### config.mk
export PLATFORM = sky130hd
export DESIGN_NAME = pgr_cfg
export DESIGN_NICKNAME = d
export VERILOG_FILES = /design/src/rtl/pointer_gesture_recognizer_core_assert.svh /design/src/rtl/pgr_pkg.sv /design/src/rtl/pgr_cfg.sv
export SDC_FILE = /design/constraint.sdc
export NUM_CORES = 1
export LEC_CHECK = 0
export ABC_CLOCK_PERIOD_IN_PS = 1000
export BUFFER_PORTS_ARGS = -buffer_cell sky130_fd_sc_hd__buf_2
export CAP_MARGIN = 0
export CORE_AREA = 2 2 111 113
export DETAILED_ROUTE_END_ITERATION = 12
export DIE_AREA = 0 0 113 115
export PLACE_DENSITY = 0.82
export RECOVER_POWER = 100
export SLEW_MARGIN = 10
export SYNTH_ARGS = -nofsm -noshare
export SYNTH_HDL_FRONTEND = slang
export SYNTH_SLANG_ARGS = --single-unit
### constraint.sdc
create_clock -name clk_i -period 1 [get_ports clk_i]
set_input_delay 0.1 -clock clk_i [delete_from_list [all_inputs] [get_ports clk_i]]
set_output_delay 0.1 -clock clk_i [all_outputs]
set_load 0.03 [all_outputs]
### src/rtl/pointer_gesture_recognizer_core_assert.svh
// ----------------------------------------------------------------------------
// Pointer gesture recognizer assertion macros
// Concurrent assertion wrappers clocked on clk_i; empty for synthesis.
// ----------------------------------------------------------------------------
`ifndef POINTER_GESTURE_RECOGNIZER_CORE_ASSERT_SVH
`define POINTER_GESTURE_RECOGNIZER_CORE_ASSERT_SVH

`ifndef SYNTHESIS

// Checked only while the block is out of reset.
`define PGR_ASSERT(lbl, prop, msg) \
  lbl: assert property (@(posedge clk_i) disable iff (!rst_ni) (prop)) else $error(msg);

// Checked at every rising clock edge, reset included.
`define PGR_ASSERT_ALWAYS(lbl, prop, msg) \
  lbl: assert property (@(posedge clk_i) (prop)) else $error(msg);

`else

`define PGR_ASSERT(lbl, prop, msg)
`define PGR_ASSERT_ALWAYS(lbl, prop, msg)

`endif

`endif

### src/rtl/pgr_pkg.sv
// ----------------------------------------------------------------------------
// pgr_pkg
// Shared types and constants of the pointer gesture recognizer.
// ----------------------------------------------------------------------------
`timescale 1ns / 1ps

package pgr_pkg;

  // Configuration register indexes.
  localparam logic [1:0] CfgDragThreshold   = 2'd0;
  localparam logic [1:0] CfgLongPressMs     = 2'd1;
  localparam logic [1:0] CfgRotateJumpLimit = 2'd2;

  // Reset values of the configuration registers.
  localparam logic [11:0] DragThresholdReset   = 12'd10;
  localparam logic [13:0] LongPressMsReset     = 14'd1000;
  localparam logic [14:0] RotateJumpLimitReset = 15'd90;

  // Item kinds.
  localparam logic OpPointer = 1'b0;
  localparam logic OpTick    = 1'b1;

  // Held time saturates at this value.
  localparam logic [13:0] HeldMax = 14'h3FFF;

  // Result queue geometry.
  localparam int QDepth = 4;
  localparam int QPtrW  = $clog2(QDepth);
  localparam int QCntW  = $clog2(QDepth + 1);

  typedef enum logic [2:0] {
    GestNone   = 3'd0,
    GestTap    = 3'd1,
    GestLong   = 3'd2,
    GestDrag   = 3'd3,
    GestRotate = 3'd4
  } gesture_e;

  // One result item.
  typedef struct packed {
    gesture_e           gesture;
    logic signed [16:0] param_a;
    logic signed [16:0] param_b;
    logic               handled;
    logic               last;
  } result_t;

  // Results produced by one accepted item (one or two).
  typedef struct packed {
    logic       push;
    logic       two;
    result_t    r0;
    result_t    r1;
  } push_t;

  // Configuration as seen by the gesture engine.
  typedef struct packed {
    logic [23:0] thr_sq;
    logic [13:0] long_ms;
    logic [14:0] jump_limit;
  } cfg_t;

endpackage

### src/rtl/pgr_cfg.sv
// ----------------------------------------------------------------------------
// pgr_cfg
// Configuration registers; the drag threshold is stored squared.
// ----------------------------------------------------------------------------
`timescale 1ns / 1ps

module pgr_cfg (
  input  logic         clk_i,
  input  logic         rst_ni,
  input  logic         cfg_we_i,
  input  logic [1:0]   cfg_idx_i,
  input  logic [14:0]  cfg_wdata_i,
  output pgr_pkg::cfg_t cfg_o
);
  import pgr_pkg::*;

  logic [11:0] thr;
  logic [23:0] thr_sq_d, thr_sq_q;
  logic [13:0] long_ms_q;
  logic [14:0] jump_limit_q;

  // Square the threshold once at write time to keep it off the item path.
  assign thr      = cfg_wdata_i[11:0];
  assign thr_sq_d = {12'd0, thr} * {12'd0, thr};

  always_ff @(posedge clk_i or negedge rst_ni) begin
    if (!rst_ni) begin
      thr_sq_q     <= 24'(DragThresholdReset * DragThresholdReset);
      long_ms_q    <= LongPressMsReset;
      jump_limit_q <= RotateJumpLimitReset;
    end else if (cfg_we_i) begin
      unique case (cfg_idx_i)
        CfgDragThreshold:   thr_sq_q     <= thr_sq_d;
        CfgLongPressMs:     long_ms_q    <= cfg_wdata_i[13:0];
        CfgRotateJumpLimit: jump_limit_q <= cfg_wdata_i;
        default: ;
      endcase
    end
  end

  assign cfg_o.thr_sq     = thr_sq_q;
  assign cfg_o.long_ms    = long_ms_q;
  assign cfg_o.jump_limit = jump_limit_q;

endmodule

==> impl_metrics.csv <==
group,metric,value,unit
global_route,grtUsageTotal,28.6,%
synth,syn_nets,775,
synth,synthFlopType,"dfrtp_1",
placement,port_buffers,71,
cells_and_area,final_area,8520,um2
placement,dp_slack,-3.60,ns
critical_path,cp-start-kind,"primary input",
placement,placed_area,7660,um2
critical_path,path_cells,"buf_8 > and2_4 > fa_1 > inv_1 > fa_1 > inv_2 > fa_2 > fa_1 > inv_1 > fa_1 > inv_2 > ha_4 > and3_4 > and3_4 > a22oi_4 > nand2_2 > a41oi_2 > xnor2_2 > o21ai_2",
timing,fmax,0.232,GHz
pwr,pwr_density_cell,3570,nW/um2
timing,setup_tns,-57.34,ns
critical_path,required,1.18,ns
cts,path_clk_slew,0.07,ns
synth,synth_edf_count,0,
global_route,grt_pass1_wl,29.1,mm
timing,rsz0062_at_grt,"true",
pwr,ir_drop,2.61,mV
routing,final_antenna_net_count,0,
cells_and_area,n_fill_cell,725,
cells_and_area,fin_nets,962,
cts,clkLatencyLatePin,0.30,ns
floorplan,die_area,13000,um2
critical_path,worstPathArrival,4.50,ns
pwr,power,30.4,mW
global_route,grt_use_met3,3.53,%
cells_and_area,multi_input_area,4680,um2
timing,clock_skew,0,ns
floorplan,rows,40,
timing,finalHoldViolCount,0,
global_route,gr-usage-met1,30.0,%
floorplan,fp.dieH,115,um
timing,min_period,4.31,ns
critical_path,max_stage_delay,0.58,ns
routing,route.detailed.drc,2,
placement,dp.cells,930,
global_route,antenna_found_initial,0,
cells_and_area,final_common_cell,"inv_1",
routing,wire_per_inst,18.9,um
synth,syn_area,6020,um2
routing,wl,18.0,mm
synth,yosys_warnings,0,
critical_path,worstSetupPathType,"in -> reg",
cells_and_area,utilization,72.1,%
routing,viasPerCell,5.44,
cts,cts-root-buf,"clkbuf_16",
global_route,grt.met2_usage,54.4,%
cells_and_area,final_cell_mix,"inv_1 (114), buf_4 (104), fa_1 (73), nand2_1 (50), dfrtp_1 (39)",
critical_path,cp_slowest_cell,"fa_1",
cells_and_area,final_layout_size_suffix_gt1_share,46.7,%
run,max-cap-violations,0,
timing,post-route-period-util,431,%
routing,drt_iter0_markers,304,
timing,fin_ws,-3.31,ns
pwr,leakagePower,4.30,nW
synth,ys_seq_area_share,21.9,%
critical_path,endpoint_kind,"flop",
synth,synthCells,617,
cts,clock_path_buffers,2,
synth,ys_seq_elements,52,
worst_hold_path,hold_path_class,"in -> reg",
floorplan,die_x,113,um
cts,cts_tree,"built",
status,status,"finished, violations left",
global_route,grt_start_max_net_pins,28,
floorplan,start_util,50.9,%
cts,cts_sinks,52,
timing,hold_slack,0.0358,ns
global_route,busiest_layer,"met2",
cts,htree_levels,2,
routing,first_pass_iters,8,
cells_and_area,syn2layout_area_growth,41.6,%
synth,yosysUniqueCellTypes,46,
cts,cts_made_buffers,5,
placement,gp_congestion,0.898,
critical_path,cpMostUsedCell,"fa_1",
cells_and_area,instances_no_fill,952,
timing,final_max_slew_viol_count,0,
critical_path,crit_fanout,5,
cells_and_area,register_area,1320,um2
status,violations,"DRC, setup timing",
synth,async_flop_share,100,%
cells_and_area,diodes,0,
placement,dp_hpwl,11.9,mm
routing,vias,5180,
timing,finalSetupViolCount,35,
global_route,grt_pass1_vias,5968,
global_route,overflow,0,
floorplan,core,11800,um2
synth,avgSynthCellArea,9.75,um2
floorplan,ios,73,
-- synthesized netlist by cell type (2+ instances only) --
| cell | instances | area (um2) |
|---|---|---|
| nor3_1 | 3 | 15.0 |
| o21ai_0 | 23 | 115 |
| nand3_1 | 6 | 30.0 |
| xor2_1 | 9 | 78.8 |
| nand2_1 | 57 | 214 |
| fa_1 | 80 | 1600 |
| a31oi_1 | 3 | 18.8 |
| clkbuf_1 | 18 | 67.6 |
| dfstp_2 | 13 | 342 |
| inv_1 | 137 | 514 |
| a21oi_2 | 2 | 17.5 |
| and3_4 | 2 | 22.5 |
| nor2_1 | 11 | 41.3 |
| buf_6 | 3 | 33.8 |
| a21o_1 | 3 | 22.5 |
| xnor2_1 | 17 | 149 |
| ha_1 | 58 | 726 |
| o21bai_1 | 2 | 15.0 |
| nand3b_1 | 3 | 22.5 |
| o21ai_2 | 2 | 17.5 |
| or2_2 | 3 | 18.8 |
| and2_1 | 47 | 294 |
| a21oi_1 | 16 | 80.1 |
| o21ai_1 | 7 | 35.0 |
| mux2_2 | 29 | 327 |
| nand4_1 | 2 | 12.5 |
| nor2b_1 | 4 | 25.0 |
| dfrtp_1 | 39 | 976 |
-- layout make-up --
type                            count  area share, %
Timing Repair Buffer              203           19.3
Clock buffer                        6           1.63
Inverter                          137           6.07
Clock inverter                      2          0.455
Sequential cell                    52           15.5
Multi-Input combinational cell    405           54.9
Tap cell                          147           2.16
-- registers in the layout (all words and copies together) (netlist names) --
register	cells
thr_sq_q	23
long_ms_q	14
jump_limit_q	15
-- worst paths after layout --
check / start / end / slack, ns / depth (start not counted)
setup / recovery: cfg_wdata_i[0] / thr_sq_q[23] / -3.31 / 19
min in group asynchronous: rst_ni / long_ms_q[4] / 0.26 / 2
max in group asynchronous: rst_ni / thr_sq_q[5] / 0.10 / 3
hold / removal: cfg_wdata_i[14] / jump_limit_q[14] / 0.04 / 2
setup reg to reg: jump_limit_q[9] / jump_limit_q[9] / 0.08 / 2
hold reg to reg: thr_sq_q[2] / thr_sq_q[2] / 0.48 / 2
-- cells by family (layout without fill, tap and decap cells) --
logic type,Yosys count,after routing,share of synthesized area (%)
DFF,52,52,21.9
AOI/OAI and AO/OA,67,67,7.28
other,1,1,0.0623
muxes,29,29,5.43
and+or+nand+nor,144,144,12.4
adders and majority gates,138,138,38.7
buffers and inverters,160,348,10.4
xor gates and xnor gates,26,26,3.78
-- worst max-delay path, delay by kind of cell --
kind | cells | cell delay, ns
adder cells (fa/ha/maj) | 6 | 2.77
AND/OR/NAND/NOR | 4 | 0.61
buffers and inverters | 5 | 0.39
XOR/XNOR | 1 | 0.16
AO/OA/AOI/OAI | 3 | 0.46
-- report_power, final --
group          internal, mW  switching [mW]  leakage [nW]  total (mW)
combinational          12.0            13.2          3.60        25.2
sequential             2.78           0.364         0.613        3.15
clock                  1.25           0.797        0.0871        2.05
total                  16.1            14.3          4.30        30.4
-- metal layers --
metal	share of wire [%]	wire (um)
met3	4.1	731
met5	0	0
met2	55	9840
met1	34	6190
met4	7.0	1260
-- timing repair --
action / 4_1_cts / 5_1_grt
hold buffers: 1 / 0
endpoints found under the setup margin: 34 / 39
pin swaps: 61 / 13
resized for setup: 135 / 32
buffers inserted: 8 / 6
hold endpoints to repair: 10 / 0
Note: power is estimated with default switching activity, not from simulation.
