===== src/rtl/pointer_gesture_recognizer_core_assert.svh =====
// ----------------------------------------------------------------------------
// Pointer gesture recognizer assertion macros
// Concurrent assertion wrappers clocked on clk_i; empty for synthesis.
// ----------------------------------------------------------------------------
`ifndef POINTER_GESTURE_RECOGNIZER_CORE_ASSERT_SVH
`define POINTER_GESTURE_RECOGNIZER_CORE_ASSERT_SVH

`ifndef SYNTHESIS

// Checked only while the block is out of reset.
`define PGR_ASSERT(lbl, prop, msg) \
  lbl: assert property (@(posedge clk_i) disable iff (!rst_ni) (prop)) else $error(msg);

// Checked at every rising clock edge, reset included.
`define PGR_ASSERT_ALWAYS(lbl, prop, msg) \
  lbl: assert property (@(posedge clk_i) (prop)) else $error(msg);

`else

`define PGR_ASSERT(lbl, prop, msg)
`define PGR_ASSERT_ALWAYS(lbl, prop, msg)

`endif

`endif


===== src/rtl/pgr_pkg.sv =====
// ----------------------------------------------------------------------------
// pgr_pkg
// Shared types and constants of the pointer gesture recognizer.
// ----------------------------------------------------------------------------
`timescale 1ns / 1ps

package pgr_pkg;

  // Configuration register indexes.
  localparam logic [1:0] CfgDragThreshold   = 2'd0;
  localparam logic [1:0] CfgLongPressMs     = 2'd1;
  localparam logic [1:0] CfgRotateJumpLimit = 2'd2;

  // Reset values of the configuration registers.
  localparam logic [11:0] DragThresholdReset   = 12'd10;
  localparam logic [13:0] LongPressMsReset     = 14'd1000;
  localparam logic [14:0] RotateJumpLimitReset = 15'd90;

  // Item kinds.
  localparam logic OpPointer = 1'b0;
  localparam logic OpTick    = 1'b1;

  // Held time saturates at this value.
  localparam logic [13:0] HeldMax = 14'h3FFF;

  // Result queue geometry.
  localparam int QDepth = 4;
  localparam int QPtrW  = $clog2(QDepth);
  localparam int QCntW  = $clog2(QDepth + 1);

  typedef enum logic [2:0] {
    GestNone   = 3'd0,
    GestTap    = 3'd1,
    GestLong   = 3'd2,
    GestDrag   = 3'd3,
    GestRotate = 3'd4
  } gesture_e;

  // One result item.
  typedef struct packed {
    gesture_e           gesture;
    logic signed [16:0] param_a;
    logic signed [16:0] param_b;
    logic               handled;
    logic               last;
  } result_t;

  // Results produced by one accepted item (one or two).
  typedef struct packed {
    logic       push;
    logic       two;
    result_t    r0;
    result_t    r1;
  } push_t;

  // Configuration as seen by the gesture engine.
  typedef struct packed {
    logic [23:0] thr_sq;
    logic [13:0] long_ms;
    logic [14:0] jump_limit;
  } cfg_t;

endpackage


===== src/rtl/pgr_outq.sv =====
// ----------------------------------------------------------------------------
// pgr_outq
// Result queue: takes one or two results per item, hands out one per transfer.
// ----------------------------------------------------------------------------
`timescale 1ns / 1ps

module pgr_outq (
  input  logic             clk_i,
  input  logic             rst_ni,
  input  pgr_pkg::push_t   push_i,
  output logic             room_o,
  output logic             out_valid_o,
  input  logic             out_stall_i,
  output pgr_pkg::result_t head_o
);
  import pgr_pkg::*;

  `include "pointer_gesture_recognizer_core_assert.svh"

  result_t          entry_q [QDepth];
  logic [QPtrW-1:0] wr_ptr_q, rd_ptr_q, wr_ptr_nx;
  logic [QCntW-1:0] count_d, count_q;
  logic             pop;
  logic [1:0]       n_push;

  assign pop       = (count_q != '0) && !out_stall_i;
  assign n_push    = push_i.push ? (push_i.two ? 2'd2 : 2'd1) : 2'd0;
  assign wr_ptr_nx = wr_ptr_q + QPtrW'(1);
  assign count_d   = count_q + QCntW'(n_push) - QCntW'(pop);

  // Room for a full item of two results.
  assign room_o      = count_q <= QCntW'(QDepth - 2);
  assign out_valid_o = count_q != '0;
  assign head_o      = entry_q[rd_ptr_q];

  // Pointers and fill count.
  always_ff @(posedge clk_i or negedge rst_ni) begin
    if (!rst_ni) begin
      wr_ptr_q <= '0;
      rd_ptr_q <= '0;
      count_q  <= '0;
    end else begin
      wr_ptr_q <= wr_ptr_q + QPtrW'(n_push);
      rd_ptr_q <= rd_ptr_q + QPtrW'(pop);
      count_q  <= count_d;
    end
  end

  // Result storage.
  always_ff @(posedge clk_i) begin
    if (push_i.push) begin
      entry_q[wr_ptr_q] <= push_i.r0;
      if (push_i.two) begin
        entry_q[wr_ptr_nx] <= push_i.r1;
      end
    end
  end

  `PGR_ASSERT_ALWAYS(a_count_bound, !rst_ni || count_q <= QCntW'(QDepth), "result queue count out of range")
  `PGR_ASSERT(a_no_overflow, push_i.push |-> count_q <= QCntW'(QDepth - 2), "push without room")
  `PGR_ASSERT(a_empty_ptrs, count_q == '0 |-> rd_ptr_q == wr_ptr_q, "empty queue pointers differ")
  `PGR_ASSERT(a_pair_order, push_i.push && push_i.two |=> count_q >= QCntW'(2), "second result lost")

endmodule


===== config.mk =====
export PLATFORM = sky130hd
export DESIGN_NAME = pgr_outq
export DESIGN_NICKNAME = d
export VERILOG_FILES = /design/src/rtl/pgr_pkg.sv /design/src/rtl/pgr_outq.sv
export VERILOG_INCLUDE_DIRS = /design/src /design/src/rtl
export SDC_FILE = /design/constraint.sdc
export NUM_CORES = 1
export LEC_CHECK = 0
export ABC_AREA = 0
export BUFFER_PORTS_ARGS = -buffer_cell sky130_fd_sc_hd__buf_2
export CORE_MARGIN = 2
export CORE_UTILIZATION = 61
export DETAILED_ROUTE_END_ITERATION = 8
export PLACE_DENSITY_LB_ADDON = 0.05
export SYNTH_ARGS = -nofsm -noshare
export SYNTH_HDL_FRONTEND = slang
export SYNTH_SLANG_ARGS = --single-unit
export TNS_END_PERCENT = 10

===== constraint.sdc =====
create_clock -name clk_i -period 7.3 [get_ports clk_i]
set_input_delay 0.365 -clock clk_i [delete_from_list [all_inputs] [get_ports clk_i]]
set_output_delay 0.365 -clock clk_i [all_outputs]
set_load 0.01 [all_outputs]

==> impl_metrics.yaml, run 1 <==
sta:
  fin_crit_ns: 2.80
  drv_slew: 0
  fin_crit_sh: 0.384
  setup-tns-final_ns: 0
  max_slew_margin: 0.244
  rsz0062_at_grt: "no"
  setup_viol: 0
  tightest_slew_ns: 1.13
  fin_skew_ns: 0.00632
  hold_viol_final: 0
  max_freq_ghz: 0.357
floorplanning:
  rows: 41
  core_area_mm2: 0.0127
  die_area_mm2: 0.0139
  ioPinCount: 124
  chipWidth_um: 118
  fp.dieH_um: 118
  initial_core_util: 0.626
route:
  drt-vias-per-instance: 5.90
  drtAntennaViolNets: 0
  drt_pass1_iterations: 4
  remaining_drc_errors: 0
  drt_wl_total_um: 16200
  drt-initial-drc-count: 332
  via_count: 4326
  wl_per_cell_um: 22.1
clocking:
  cts_buffer_depth: 2
  post_cts_buffers: 0
  clkLatencyLatePin_ns: 0.43
  htreeDepth: 4
  clock-sinks: 163
  cts_root_buf: "clkbuf_16"
  cts_buffers: 17
  clk_pin_slew_ns: 0.06
  cts_tree: "yes"
logic_synthesis:
  yosys_warnings: 0
  ys_seq_area_frac: 0.613
  async_reset_ff_frac: 0.0429
  ys_types: 27
  synth_ff_type: "edfxtp_1"
  ys_ff_latch: 163
  syn_area_per_cell_um2: 18.8
  synth_edf_count: 156
  synth.area.top_cells: "edfxtp_1 59%, mux2_2 16%, mux4_2 11%, mux2_1 4.4%, dfrtp_1 2.2%"
  syn-instance-count: 421
  netlist.area_leader.share: 0.591
  syn_nets: 508
  syn_area_mm2: 0.00793
  synth_top_area_cell: "edfxtp_1"
status:
  status: "complete, no violations"
placed_design:
  port_buffers: 123
  place.gp.congestion: 0.801
  dp_hpwl_um: 9600
  place_inst: 698
worst_setup_path:
  critPathLaunchType: "flip-flop"
  crit_type: "reg2out"
  crit_arrival_ns: 2.43
  worstPathMaxFanout: 27
  worst_setup_path_end_kind: "output port"
  critical_path_required_ns: 6.93
final_layout:
  area_growth_syn_to_layout_pct: 17.4
  final_cell_count_no_fill: 733
  layout-drive-gt1-share: 0.592
  nets: 633
power:
  p_leak_uw: 0.00339
  peakVddDrop_mv: 0.236
  power_per_cell_area_mw_per_mm2: 359
job:
  max-cap-violations: 0
grt:
  antenna_found_initial: 1
  track_usage: 0.243
  grt_pass1_wl_um: 24900
  grt_max_degree: 41
  grt_pass1_vias: 4582
  overflow: 0
hold_path:
  hp-class: "in2reg"
-- metal layers --
layer,up-vias,GRT usage,part of all wire
li1,1968,-,-
met1,2207,0.299,0.40
met2,125,0.414,0.52
met3,26,0.0596,0.056
met4,0,0.101,0.018
met5,-,0,0
-- per-stage QoR --
step | util | area [um2] | hold slack, ns | worst slack (ns) | power (uW)
floorplan | - | 7930 | 0.0694 | 4.39 | 2130
global placement | 0.688 | 8710 | 0.203 | 4.88 | 2480
detailed placement | 0.688 | 8710 | 0.211 | 4.86 | 2500
CTS | 0.734 | 9300 | 0.248 | 4.43 | 3370
global route | 0.734 | 9300 | 0.268 | 4.32 | 3480
finish | 0.734 | 9310 | 0.269 | 4.50 | 3340
-- timing repair --
action / in CTS / in global routing
hold buffers: 1 / 0
hold endpoints to repair: 7 / 0
gates resized for setup: 0 / 0
setup endpoints to repair: 0 / 0
-- area by class of cell --
| cell class | count | area, um2 |
|---|---|---|
| antenna | 2 | 5.00 |
| clock buffer | 20 | 437 |
| clock inverter | 12 | 139 |
| fill | 829 | 3370 |
| inverter | 5 | 18.8 |
| multi-input combinational | 227 | 2940 |
| sequential | 163 | 4860 |
| tap | 172 | 215 |
| timing repair buffer | 132 | 686 |
-- flip-flops by register name, indices dropped and copies added (netlist names) --
name and cells:
rd_ptr_q 2, count_q 3, wr_ptr_q 2, entry_q 156
-- path summary, 6_finish.rpt --
| path | start | endpoint | slack, ns | cells after the start |
|---|---|---|---|---|
| min in group asynchronous | rst_ni | wr_ptr_q[1] | 0.30 | 2 |
| worst min register to register | count_q[2] | count_q[2] | 0.52 | 1 |
| worst max-delay path | rd_ptr_q[0] | head_o[18] | 4.50 | 3 |
| worst min-delay path | push_i[75] | entry_q[1][36] | 0.27 | 2 |
| max in group asynchronous | rst_ni | rd_ptr_q[1] | 6.83 | 2 |
| worst max register to register | wr_ptr_q[1] | entry_q[2][36] | 4.88 | 4 |
-- layout by cell type (no fill, tap or decap), types with 8 or more instances in the layout --
cell,netlist,final
edfxtp_1,156,156
mux2_4,9,9
mux4_2,39,39
clkbuf_16,0,17
mux2_1,31,31
buf_4,4,8
buf_2,15,123
mux2_2,116,116
-- synthesized netlist by cell type (4+ instances only) --
cell	number
inv_1	5
xor2_1	5
mux4_2	39
nor2b_1	4
dfrtp_1	7
buf_4	4
mux2_1	31
buf_2	15
mux2_2	116
edfxtp_1	156
mux2_4	9
-- critical path: stages (launching register included) --
cell and delay [ns]:
dfrtp_2 0.66, buf_4 0.58, mux4_2 0.60, buf_2 0.16
-- cells by family after synthesis --
family,after synthesis,share of synthesized area
compound gates,4,0.00253
xor+xnor,7,0.00773
fa+ha+maj,4,0.00726
buf+inv,31,0.0208
flops,163,0.613
mux,195,0.337
simple gates,17,0.0120
-- power breakdown --
| part | total (uW) | internal (uW) | switching (uW) |
|---|---|---|---|
| sequential | 1430 | 1300 | 134 |
| combinational | 1030 | 517 | 513 |
| clock | 879 | 532 | 347 |
No activity file was read; power rests on OpenSTA's default activity.
==> run 2: changes to the inputs <==
CORE_UTILIZATION = 57   (was 61)
clock period = 2.8 ns   (was 7.3 ns; I/O delays follow)
==> run 2 against run 1 <==
Sequential share of layout area shrank 0.73 points. Final area grew 1.4%. Final cell count grew 1.9%. Via count grew 0.69%. Critical endpoint is now head_o[19]. Clock skew is essentially flat.
==> impl_metrics.yaml, run 2 (same netlist as run 1, synthesis figures left out) <==
route:
  drt-vias-per-instance: 5.83
  drt_pass1_iterations: 5
  drt-initial-drc-count: 258
  drt_wl_total_um: 16600
  drtAntennaViolNets: 0
  via_count: 4356
  wl_per_cell_um: 22.2
  remaining_drc_errors: 0
worst_setup_path:
  worst_setup_path_end_kind: "output port"
  worstPathMaxFanout: 13
  crit_path_start: "rd_ptr_q[0]"
  critical_path_required_ns: 2.66
  rr_startpoint: "wr_ptr_q[1]"
  critPathLaunchType: "flip-flop"
  crit_type: "reg2out"
  crit_arrival_ns: 2.12
clocking:
  clock-sinks: 163
  cts_tree: "yes"
  cts_buffer_depth: 2
  clk_pin_slew_ns: 0.06
  htreeDepth: 4
  cts_root_buf: "clkbuf_16"
  clkLatencyLatePin_ns: 0.42
  cts_buffers: 17
  post_cts_buffers: 0
floorplanning:
  chipWidth_um: 122
  rows: 43
  fp.dieH_um: 122
  initial_core_util: 0.578
  die_area_mm2: 0.0149
  core_area_mm2: 0.0137
  ioPinCount: 124
final_layout:
  nets: 641
  layout-drive-gt1-share: 0.594
  layout_common_cells: "156 x edfxtp_1, 123 x buf_2, 116 x mux2_2, 39 x mux4_2, 31 x mux2_1"
  num_antenna_cells: 0
  area_growth_syn_to_layout_pct: 19.0
  reg.largest.list: "entry_q x156, count_q x3"
  final_cell_count_no_fill: 747
  seqCellArea_mm2: 0.00486
  multi_input_area_mm2: 0.00294
  fill_cells: 945
  largest_reg_flops: 156
  final_common_cell: "edfxtp_1"
  largest_register: "entry_q"
sta:
  fin_crit_sh: 0.808
  fin_hold_ws_ns: 0.0355
  setup_viol: 0
  fin_skew_ns: 0.00668
  rsz0062_at_grt: "no"
  max_freq_ghz: 0.442
  hold_viol_final: 0
  drv_slew: 0
  layout_setup_ws_ns: 0.538
  fin_crit_ns: 2.26
  tightest_slew_ns: 0.601
  setup-tns-final_ns: 0
  max_slew_margin: 0.595
grt:
  overflow: 0
  track_usage: 0.239
  grt_max_degree: 28
  antenna_found_initial: 0
  grt_pass1_wl_um: 25900
  grt_pass1_vias: 4673
power:
  power.share.sequential: 0.416
  p_int_uw: 6210
  combinationalPowerShare: 0.327
  power_per_cell_area_mw_per_mm2: 933
  net-switching-power_uw: 2600
  p_leak_uw: 0.00346
  peakVddDrop_mv: 0.449
  swShare: 0.295
  power_frac_clock: 0.257
placed_design:
  dp_hpwl_um: 10200
  port_buffers: 123
  place_inst: 714
  place.gp.congestion: 0.775
  dpl_worst_slack_ns: 0.643
status:
  status: "complete, no violations"
job:
  max-cap-violations: 0
hold_path:
  hold_start: "out_stall_i"
  hp-class: "in2reg"
## run 2: power groups by stage
stage | clock, uW | sequential [uW] | combinational (uW)
global placement | 0 | 3690 | 2900
global route | 2400 | 3720 | 3140
detailed placement | 0 | 3730 | 2940
floorplan | 0 | 3530 | 2010
finish | 2260 | 3660 | 2880
CTS | 2290 | 3680 | 2950
## run 2: area by class of cell
class	instances	area share
Clock buffer	26	0.0518
Clock inverter	6	0.00835
Inverter	5	0.00199
Multi-Input combinational cell	227	0.312
Sequential cell	163	0.515
Tap cell	180	0.0239
Timing Repair Buffer	140	0.0870
## run 2: critical path, cell delays in order, from the launching register on
cell and delay [ns]:
dfrtp_2 0.62, buf_4 0.36, mux4_2 0.56, buf_2 0.16
## run 2: worst paths after layout
path	slack (ns)	endpoint	depth (start not counted)
max	0.54	head_o[19]	3
min	0.04	rd_ptr_q[1]	3
max reg2reg	0.69	entry_q[3][22]	4
min reg2reg	0.52	count_q[2]	1
max in group asynchronous	2.53	rd_ptr_q[0]	2
min in group asynchronous	0.09	count_q[0]	2
## run 2: timing repair
action / 4_1_cts / 5_1_grt
endpoints found under the hold margin: 7 / 0
hold buffers: 1 / 0
gates resized for setup: 0 / 0
## run 2: through the flow
step	instance area, um2	utilization	total power, uW
floorplan	7930	-	5540
detailed placement	8860	0.646	6660
global route	9440	0.688	9260
CTS	9440	0.688	8920
finish	9440	0.688	8810
global placement	8860	0.646	6600
## run 2: routing by layer
layer / track usage / part of all wire / up-vias / wire [um]
met5: 0 / 0 / - / 0
met4: 0.0884 / 0.0069 / 0 / 114
met3: 0.0520 / 0.053 / 8 / 873
met2: 0.409 / 0.53 / 119 / 8800
met1: 0.302 / 0.41 / 2247 / 6790
li1: - / - / 1982 / -
